File: src/design/bdd_pkg.sv
// Shared types, register indexes and the class radius table of the box depth
// deprojection block. No dependencies.
package bdd_pkg;

  localparam int CFG_INDEX_W = 3;
  localparam logic [CFG_INDEX_W-1:0] CFG_FRAME_COLUMNS = 3'd0;
  localparam logic [CFG_INDEX_W-1:0] CFG_FRAME_ROWS    = 3'd1;
  localparam logic [CFG_INDEX_W-1:0] CFG_TAN_FOV_X     = 3'd2;
  localparam logic [CFG_INDEX_W-1:0] CFG_TAN_FOV_Y     = 3'd3;
  localparam logic [CFG_INDEX_W-1:0] CFG_MAX_DEPTH     = 3'd4;

  localparam int IN_TDATA_W  = 112;
  localparam int OUT_TDATA_W = 72;

  localparam logic KIND_LOAD  = 1'b0;
  localparam logic KIND_QUERY = 1'b1;

  typedef struct packed {
    logic start;
  } div_ctrl_t;

  typedef struct packed {
    logic busy;
    logic done;
  } div_stat_t;

  typedef struct packed {
    logic       known;
    logic [8:0] radius;
  } radius_t;

  function automatic radius_t class_radius(input logic [7:0] cls);
    radius_t r;
    r.known = 1'b1;
    case (cls)
      8'd0:    r.radius = 9'd350;
      8'd10:   r.radius = 9'd400;
      8'd20:   r.radius = 9'd300;
      8'd30:   r.radius = 9'd330;
      8'd40:   r.radius = 9'd375;
      8'd50:   r.radius = 9'd350;
      8'd60:   r.radius = 9'd350;
      8'd70:   r.radius = 9'd330;
      8'd80:   r.radius = 9'd378;
      default: begin
        r.known  = 1'b0;
        r.radius = 9'd300;
      end
    endcase
    return r;
  endfunction

endpackage

File: src/design/bdd_div.sv
// Restoring unsigned divider, one quotient bit per cycle.
// Depends on bdd_pkg for its control and status structs.
module bdd_div #(
  parameter int DIVIDEND_W = 32,
  parameter int DIVISOR_W  = 16
) (
  input  logic                    clk_i,
  input  logic                    rst_ni,
  input  bdd_pkg::div_ctrl_t      ctrl_i,
  input  logic [DIVIDEND_W-1:0]   dividend_i,
  input  logic [DIVISOR_W-1:0]    divisor_i,
  output bdd_pkg::div_stat_t      stat_o,
  output logic [DIVIDEND_W-1:0]   quotient_o
);

  localparam int CNT_W = $clog2(DIVIDEND_W + 1);

  logic [DIVIDEND_W-1:0] quo_q, quo_d;
  logic [DIVISOR_W-1:0]  rem_q, rem_d, dvs_q;
  logic [CNT_W-1:0]      cnt_q;
  logic                  busy_q, done_q;
  logic [DIVISOR_W:0]    rem_shift;
  logic                  ge;

  always_comb begin
    rem_shift = {rem_q, quo_q[DIVIDEND_W-1]};
    ge        = rem_shift >= {1'b0, dvs_q};
    rem_d     = ge ? DIVISOR_W'(rem_shift - {1'b0, dvs_q}) : DIVISOR_W'(rem_shift);
    quo_d     = {quo_q[DIVIDEND_W-2:0], ge};
  end

  always_ff @(posedge clk_i or negedge rst_ni) begin
    if (!rst_ni) begin
      busy_q <= 1'b0;
      done_q <= 1'b0;
      cnt_q  <= '0;
    end else begin
      done_q <= 1'b0;
      if (ctrl_i.start && !busy_q) begin
        busy_q <= 1'b1;
        cnt_q  <= CNT_W'(DIVIDEND_W);
      end else if (busy_q) begin
        cnt_q <= cnt_q - CNT_W'(1);
        if (cnt_q == CNT_W'(1)) begin
          busy_q <= 1'b0;
          done_q <= 1'b1;
        end
      end
    end
  end

  always_ff @(posedge clk_i) begin
    if (ctrl_i.start && !busy_q) begin
      quo_q <= dividend_i;
      rem_q <= '0;
      dvs_q <= divisor_i;
    end else if (busy_q) begin
      quo_q <= quo_d;
      rem_q <= rem_d;
    end
  end

  assign stat_o.busy = busy_q;
  assign stat_o.done = done_q;
  assign quotient_o  = quo_q;

endmodule

File: config.mk
export PLATFORM = sky130hd
export DESIGN_NAME = bdd_div
export DESIGN_NICKNAME = d
export VERILOG_FILES = /design/src/design/bdd_pkg.sv /design/src/design/bdd_div.sv
export SDC_FILE = /design/constraint.sdc
export NUM_CORES = 1
export LEC_CHECK = 0
export BUFFER_PORTS_ARGS = -buffer_cell sky130_fd_sc_hd__buf_2
export CAP_MARGIN = 30
export CORE_MARGIN = 1
export CORE_UTILIZATION = 59
export CTS_BUF_LIST = sky130_fd_sc_hd__clkbuf_16
export CTS_CLUSTER_SIZE = 16
export DETAILED_ROUTE_END_ITERATION = 6
export GPL_ROUTABILITY_DRIVEN = 1
export PLACE_DENSITY = 0.86
export SETUP_SLACK_MARGIN = 0.1
export SYNTH_ARGS = -nofsm -noshare
export SYNTH_HDL_FRONTEND = slang
export SYNTH_SLANG_ARGS = --single-unit
File: constraint.sdc
create_clock -name clk_i -period 4.85 [get_ports clk_i]
set_input_delay 0.97 -clock clk_i [delete_from_list [all_inputs] [get_ports clk_i]]
set_output_delay 0.97 -clock clk_i [all_outputs]
set_load 0.02 [all_outputs]
### After elaboration in Yosys (flattened, before gate mapping)

Cells that the tools add are included.

| operators by class | value |
|---|---|
| add/sub/neg operators | 2 |
| multiplexer cells | 11 |
| reductions and logical operators | 3 |
| equal/unequal tests | 1 |
| $lt $le $gt $ge | 1 |

Operators by type and width:

| kind | count |
|---|---|
| 32-bit 2-to-1 mux | 2 |
| 17-bit by 16-bit greater-or-equal comparator with 1-bit output | 1 |
| 16-bit 2-to-1 mux | 1 |
| 16-bit subtractor | 1 |
| 6-bit 2-to-1 mux | 2 |
| 6-bit by 1-bit == test with 1-bit output, second input constant | 1 |
| 1-bit 2-to-1 mux | 6 |
| 6-bit by 1-bit subtractor with 6-bit output, second input constant | 1 |
| 2-bit nonzero test | 1 |
| 1-bit logical AND | 1 |
| 1-bit logical NOT | 1 |

| word-level totals | value |
|---|---|
| input port bits | 51 |
| register bits | 72 |
| logic and storage cells | 24 |

### Logic depth before layout (Yosys ltp)

Gate-level depths: netlist of the first run.

| depth | value |
|---|---|
| depth after elaboration | 4 |
| gate-level depth with buffers | 11 |
| depth with buffers taken out | 9 |

### Worst setup path before layout of the first run

OpenSTA, ideal clock, no wires.

| path | value |
|---|---|
| kind | input to register |
| start | input ctrl_i |
| end | register quo_q[26], in the netlist quotient_o[26], data pin |
| stages | 4 |
| path slack | 2.235 ns |
| buffers on the path | 2 |
| setup time | 0.260 ns |
| arrival time | 2.355 ns |
| cell sequence | nor2b_1 buf_2 buf_1 mux2_2 |

| on the way | value |
|---|---|
| cells in the longest elaborated chain, start to end | 2 |

RTL lines:

| what | RTL line | RTL |
|---|---|---|
| from (decl) | bdd_div.sv:9 | `input bdd_pkg::div_ctrl_t ctrl_i,` |
| 1-bit logical AND | bdd_div.sv:53 | `if (ctrl_i.start && !busy_q) begin` |
| 32-bit 2-to-1 mux | bdd_div.sv:53 |  |
| to (signal assigned) | bdd_div.sv:54 | `quo_q <= dividend_i;` |
| to (signal assigned) | bdd_div.sv:58 | `quo_q <= quo_d;` |
| to (decl) | bdd_div.sv:18 | `logic [DIVIDEND_W-1:0] quo_q, quo_d;` |

No other way between the ends.
A chain may end at the register's enable or synchronous reset.

### Worst setup path in the final report of the first run

| path | value |
|---|---|
| start | register rem_q[9] |
| end | register rem_q[12] |

| on the way | value |
|---|---|
| cells in the longest elaborated chain, start to end | 2 |

RTL lines:

| what | RTL line | RTL |
|---|---|---|
| from (decl) | bdd_div.sv:19 | `logic [DIVISOR_W-1:0] rem_q, rem_d, dvs_q;` |
| from (signal assigned) | bdd_div.sv:59 | `rem_q <= rem_d;` |
| 16-bit subtractor or 17-bit by 16-bit greater-or-equal comparator with 1-bit output (tied branches) | bdd_div.sv:28, bdd_div.sv:27 |  |
| 16-bit 2-to-1 mux * | bdd_div.sv:28 | `rem_d = ge ? DIVISOR_W'(rem_shift - {1'b0, dvs_q}) : DIVISOR_W'(rem_shift);` |

Mark *: on every way between the ends. The rest lies on a longest branch, timed or not.

==> impl_metrics.env, run 1 <==
export IMPL_htreeDepth=3
export IMPL_synth_top_family_by_area="compound AO/OA/AOI/OAI gates"
export IMPL_io_pins=85
export IMPL_root_buffer="clkbuf_16"
export IMPL_synth_top_area_share_pct=37.76
export IMPL_chipWidth_um=82.44
export IMPL_cpPeakStageDelay_ns=0.88
export IMPL_power_leakage_nw=1.976
export IMPL_finClkSkew_ns=0.007709
export IMPL_clockBufferDepth=2
export IMPL_fill_cells=386
export IMPL_cts_tree="done"
export IMPL_synth_area_um2=3817
export IMPL_wirelength_um=8440
export IMPL_internal_power_mw=2.055
export IMPL_path_buf_inv=0
export IMPL_drive_gt1_share_pct=32.86
export IMPL_fp_dieH_um=82.44
export IMPL_share_comb_of_total_power_pct=45.0
export IMPL_async_reset_ff_share_pct=11.11
export IMPL_slowest_stage="a31o_1"
export IMPL_synth_flop_cell="edfxtp_1"
export IMPL_preCtsSetupSlack_ns=2.148
export IMPL_slew_headroom_pct=31.26
export IMPL_via_count=2945
export IMPL_hold_viol=0
export IMPL_cp_arrival_ns=3.00
export IMPL_synth_compound_area_share_pct=13.27
export IMPL_grt_pass1_vias=2905
export IMPL_slew_viol_final=0
export IMPL_dp_hpwl_um=5700
export IMPL_cp_common_cell="a21oi_1"
export IMPL_port_buffers=84
export IMPL_drc=0
export IMPL_yosysTopAreaCell="edfxtp_1"
export IMPL_seq_area_frac_synth_pct=51.39
export IMPL_fp_coreArea_um2=6096
export IMPL_grt_overflow_total=0
export IMPL_grt_max_degree=36
export IMPL_required_ns=5.06
export IMPL_clkPwrFrac_pct=20.7
export IMPL_grt_antenna_before_repair=0
export IMPL_clock_latency_ns=0.33
export IMPL_synth_mux_area_share_pct=9.669
export IMPL_place_area_um2=4278
export IMPL_area_delta_synth_final_pct=20.29
export IMPL_clk_pin_slew_ns=0.06
export IMPL_synthesis_nets=405
export IMPL_cp_cell_sequence="ha_1, a21oi_1, o31ai_1, a21oi_1, a31o_1, or2_1, o21ai_1"
export IMPL_synth_xor_xnor_area_share_pct=2.983
export IMPL_cts_resized_gates=0
export IMPL_rsz0062_at_grt="false"
export IMPL_period_needed_ns=2.791
export IMPL_switchingPower_mw=1.307
export IMPL_design_area_um2=4592
export IMPL_synth_seq_cells=72
export IMPL_tightest_slew_ns=1.031
export IMPL_cp_start_kind="flop"
export IMPL_post_route_period_util_pct=57.54
export IMPL_r2r_setup_slack_ns=2.06
export IMPL_status="completed"
export IMPL_numCtsBuffers=9
export IMPL_cts_sinks=72
export IMPL_fmax_mhz=358.4
export IMPL_synthCells=335
export IMPL_synthAdderAreaFrac_pct=6.424
export IMPL_synth_area_leaders="edfxtp_1, mux2_2, dfxtp_1, ha_1, dfrtp_1"
export IMPL_grt_usage_pct=27.23
export IMPL_post_cts_buffers=0
export IMPL_critPathMaxFanout=28
export IMPL_syn_avg_cell_area_um2=11.40
export IMPL_synthSimpleGateAreaFrac_pct=10.55
export IMPL_row_count=28
export IMPL_initial_utilization_pct=62.62
export IMPL_die_area_um2=6796
export IMPL_insertedDiodeCount=0
export IMPL_final_nets=485
export IMPL_synth_enable_flop_cells=48
export IMPL_power_frac_seq_pct=34.3
export IMPL_powerDensity_nw_per_um2=732.4
export IMPL_switching_share_pct=38.88
export IMPL_grt_first_pass_wirelength_um=13630
export IMPL_layout_setup_ws_ns=2.059
export IMPL_synth_cell_types=55
export IMPL_routedWlPerCell_um=17.05
export IMPL_routed_via_density=5.949
export IMPL_min_path_type="in2async"
export IMPL_fin_tns_setup_ns=0
export IMPL_drt_initial_drc_count=242
export IMPL_setup_viol=0
export IMPL_worst_setup_path_type="reg2reg"
export IMPL_cap_violations=0
export IMPL_gp_congestion=0.8330
export IMPL_dr_pass1_iters=5
export IMPL_crit_family="compound AO/OA/AOI/OAI gates"
export IMPL_max_vdd_ir_drop_v=0.0004849
export IMPL_yosys_warnings=0
export IMPL_cts_hold_repair_buffers=0
export IMPL_ant_nets=0
export IMPL_crit_path_end_kind="flop"
## power groups by stage
stage	clock, mW	sequential, mW	combinational, mW
2_1_floorplan	0	1.29	1.02
3_3_place_gp	0	1.14	1.41
3_5_place_dp	0	1.15	1.47
4_1_cts	0.698	1.15	1.51
5_1_grt	0.724	1.18	1.65
6_report	0.697	1.15	1.51
## synth_stat cells (all sizes together), types with 2 or more instances
cell type and instances:
a21o 4, nand2b 6, o22ai 2, nand4 4, nor3 6, o311ai 9
dfxtp 16, nor2b 3, nor2 13, nand3 12, a32oi 6, buf 18
nor3b 3, xor2 7, o211ai 3, o21bai 2, o31ai 3, dfrtp 8
a211o 2, edfxtp 48, ha 18, nand3b 2, a21oi 19, or3 2
nand2 22, mux2i 2, mux2 31, inv 25, o21ai 17, xnor2 6
## per-layer routing
metal	vias to the layer above	global-route usage, %	part of all wire [%]
li1	1400	-	-
met1	1407	33.07	41
met2	115	46.53	51
met3	23	4.945	5.8
met4	0	13.16	2.7
met5	-	0	0
## flip-flops by register name (all words and copies together) (netlist names)
name	cells
rem_q	16
cnt_q	6
busy_q	1
quotient_o	32
done_q	1
dvs_q	16
## final timing paths
check / cells after the start / end / startpoint
worst min-delay path: 1 / cnt_q[1] / rst_ni
worst max-delay path: 7 / rem_q[12] / rem_q[9]
max in group asynchronous: 1 / done_q / rst_ni
worst min register to register: 2 / rem_q[4] / rem_q[4]
worst max register to register: 7 / rem_q[12] / rem_q[9]
min in group clk_i: 2 / rem_q[4] / rem_q[4]
## cell families (layout without fill, tap and decap cells)
group	after synthesis	in the layout
simple gates	79	79
compound gates	75	75
flops	72	72
buf+inv	44	129
mux	33	33
fa+ha+maj	19	19
xor+xnor	13	13
## area by class of cell
type,instances,area (um2),area share (%)
clock buffers,9,225.2,4.905
flip-flops and latches,72,1962,42.72
inverters,25,93.84,2.044
clock inverters,7,88.84,1.935
well taps,75,93.84,2.044
repair buffers,88,483.0,10.52
multi-input cells,219,1645,35.83
## per-stage QoR
stage | instances | hold slack (ns) | util, % | power (mW)
floorplan | 335 | 0.4354 | - | 2.304
global placement | 477 | 0.4508 | 69.40 | 2.545
detailed placement | 479 | 0.4745 | 70.18 | 2.625
CTS | 495 | 0.4812 | 75.33 | 3.354
global route | 495 | 0.4977 | 75.33 | 3.556
finish | 495 | 0.4757 | 75.33 | 3.363
## worst register-to-register path: stages, from the launching register on
cell and delay, ns:
dfxtp_1 0.33, ha_1 0.40, a21oi_1 0.32, o31ai_1 0.10, a21oi_1 0.22, a31o_1 0.88, or2_1 0.30, o21ai_1 0.10
## placed cells by master (no fill, tap or decap), types with 7 or more instances in the layout
cell type / count
dfxtp_1: 16
clkbuf_16: 9
nand2_1: 22
ha_1: 18
mux2_2: 31
nor2_1: 12
o21ai_1: 8
o311ai_1: 8
inv_1: 27
edfxtp_1: 48
buf_2: 84
xor2_1: 7
a21oi_1: 18
dfrtp_1: 8
o21ai_0: 9
nand3_1: 12
Power figures use the tool's default switching activity.
==> run 2: changes to the inputs <==
--- a/config.mk
+++ b/config.mk
@@ -8,12 +8,12 @@
 export BUFFER_PORTS_ARGS = -buffer_cell sky130_fd_sc_hd__buf_2
 export CAP_MARGIN = 30
 export CORE_MARGIN = 1
-export CORE_UTILIZATION = 59
+export CORE_UTILIZATION = 49
 export CTS_BUF_LIST = sky130_fd_sc_hd__clkbuf_16
 export CTS_CLUSTER_SIZE = 16
 export DETAILED_ROUTE_END_ITERATION = 6
 export GPL_ROUTABILITY_DRIVEN = 1
-export PLACE_DENSITY = 0.86
+export PLACE_DENSITY = 0.76
 export SETUP_SLACK_MARGIN = 0.1
 export SYNTH_ARGS = -nofsm -noshare
 export SYNTH_HDL_FRONTEND = slang
==> constraint.sdc (replaced) <==
create_clock -name clk_i -period 2.35 [get_ports clk_i]
set_input_delay 0.47 -clock clk_i [delete_from_list [all_inputs] [get_ports clk_i]]
set_output_delay 0.47 -clock clk_i [all_outputs]
set_load 0.02 [all_outputs]
==> run 2 against run 1 <==
  * Register-to-register slack worse by 1.9 ns
  * Die area grew 20%
  * Setup slack got worse by 1.9 ns
  * Utilization down 12 points
  * Clock-buffer cell count stayed put
  * Sequential share of layout area decreased by 1.2 points
  * Sequential cell count did not move
  * Sequential power up 100%
  * Cell count up 6.9%
  * Largest power group unchanged
==> impl_metrics.env, run 2 (synthesis results as in run 1) <==
export IMPL_status="completed"
export IMPL_final_nets=495
export IMPL_area_delta_synth_final_pct=23.66
export IMPL_whs_endpoint="dvs_q[7]"
export IMPL_die_area_um2=8148
export IMPL_fp_dieH_um=90.27
export IMPL_top_usage_layer="met2"
export IMPL_dp_hpwl_um=5663
export IMPL_post_route_period_util_pct=91.28
export IMPL_grt_max_degree=32
export IMPL_drt_initial_drc_count=177
export IMPL_io_pins=85
export IMPL_layout_commonest_cell="buf_2"
export IMPL_slew_headroom_pct=68.77
export IMPL_powerDensity_nw_per_um2=1480
export IMPL_dr_pass1_iters=4
export IMPL_chipWidth_um=90.27
export IMPL_r2r_start="quotient_o[31]"
export IMPL_worstHoldStart="divisor_i[7]"
export IMPL_largest_register_ffs=32
export IMPL_initial_utilization_pct=51.53
export IMPL_drc=0
export IMPL_cts_sinks=72
export IMPL_insertedDiodeCount=0
export IMPL_htreeDepth=3
export IMPL_ant_nets=0
export IMPL_cap_violations=0
export IMPL_routedWlPerCell_um=15.12
export IMPL_routed_via_density=5.456
export IMPL_clk_pin_slew_ns=0.06
export IMPL_setup_viol=0
export IMPL_met1_usage_pct=26.49
export IMPL_cts_tree="done"
export IMPL_cp_start_kind="flop"
export IMPL_port_buffers=84
export IMPL_fp_coreArea_um2=7408
export IMPL_gp_congestion=0.9063
export IMPL_numCtsBuffers=9
export IMPL_crit_path_end_kind="flop"
export IMPL_grt_usage_pct=20.43
export IMPL_grt_first_pass_wirelength_um=13240
export IMPL_slew_viol_final=0
export IMPL_most_common_layout_cells="buf_2, edfxtp_1, mux2_2, inv_1, nand2_1"
export IMPL_grt_antenna_before_repair=0
export IMPL_wirelength_um=7999
export IMPL_fmax_mhz=466.2
export IMPL_tightest_slew_ns=0.4624
export IMPL_max_vdd_ir_drop_v=0.0007711
export IMPL_preCtsSetupSlack_ns=0.09968
export IMPL_finClkSkew_ns=0.01121
export IMPL_fin_tns_setup_ns=0
export IMPL_via_count=2886
export IMPL_drive_gt1_share_pct=36.74
export IMPL_rsz0062_at_grt="false"
export IMPL_root_buffer="clkbuf_16"
export IMPL_grt_pass1_vias=2797
export IMPL_grt_use_met3_pct=3.872
export IMPL_row_count=31
export IMPL_r2r_setup_slack_ns=0.20
export IMPL_globalRouteMet2Util_pct=33.27
export IMPL_required_ns=2.56
export IMPL_min_path_type="in2reg"
export IMPL_power_leakage_nw=2.014
export IMPL_critPathMaxFanout=4
export IMPL_cp_arrival_ns=2.35
export IMPL_rr_worst_depth=9
export IMPL_grt_overflow_total=0
export IMPL_clock_latency_ns=0.33
export IMPL_worst_setup_path_type="reg2reg"
export IMPL_hold_viol=0
export IMPL_clockBufferDepth=2
export IMPL_r2r_end="rem_q[14]"
export IMPL_hold_depth=1
export IMPL_period_needed_ns=2.145
export IMPL_layout_setup_ws_ns=0.2049
-- run 2: area by class of cell --
type,count,area [um2]
clock inverter,7,78.83
multi-input combinational,219,1697
inverter,25,93.84
timing repair buffer,98,540.5
fill,571,2688
clock buffer,9,225.2
sequential,72,1962
tap,99,123.9
-- run 2: power breakdown --
group	switching (mW)	internal [mW]
logic	1.83	1.44
registers	0.338	2.00
clock network	0.545	0.833
-- run 2: how the worst max path moves through the flow --
stage	from	to	slack (ns)	cells past startpoint
2_1_floorplan	quotient_o[31]	rem_q[12]	0.14	9
3_3_place_gp	quotient_o[31]	rem_q[12]	0.17	9
3_5_place_dp	quotient_o[31]	rem_q[12]	0.1	9
4_1_cts	quotient_o[31]	rem_q[12]	0.08	9
5_1_grt	quotient_o[31]	rem_q[14]	0.09	9
6_report	quotient_o[31]	rem_q[14]	0.20	9
-- run 2: critical path, stage by stage, from the launching register on --
cell,delay [ns]
edfxtp_1,0.37
inv_1,0.06
ha_1,0.22
fa_2,0.39
nor2b_4,0.16
o2111ai_4,0.15
a211o_1,0.34
nand4_1,0.08
nor3b_1,0.18
o21ai_1,0.08
-- run 2: metrics by stage --
stage,area (um2),hold WS (ns),util (%),std cells,power (mW)
after floorplan,3817,0.1744,-,335,4.754
after CTS,4661,0.3101,62.91,527,6.892
after detailed placement,4340,0.3209,58.59,510,5.467
after global placement,4340,0.3181,58.59,510,5.364
final,4721,0.3178,63.72,529,6.986
after global routing,4721,0.3093,63.72,529,7.422
-- run 2: layer usage --
| metal | share of wire [%] | up-vias |
|---|---|---|
| met5 | 0 | - |
| met4 | 2.3 | 0 |
| met3 | 4.4 | 15 |
| met2 | 49 | 84 |
| met1 | 44 | 1366 |
| li1 | - | 1421 |
-- run 2: repair_timing --
item | CTS | global route
hold endpoints to repair | 8 | 0
gates resized for setup | 1 | 10
setup endpoints to repair | 2 | 12
hold buffers | 1 | 0
setup buffers | 0 | 2
pin swaps | 0 | 1
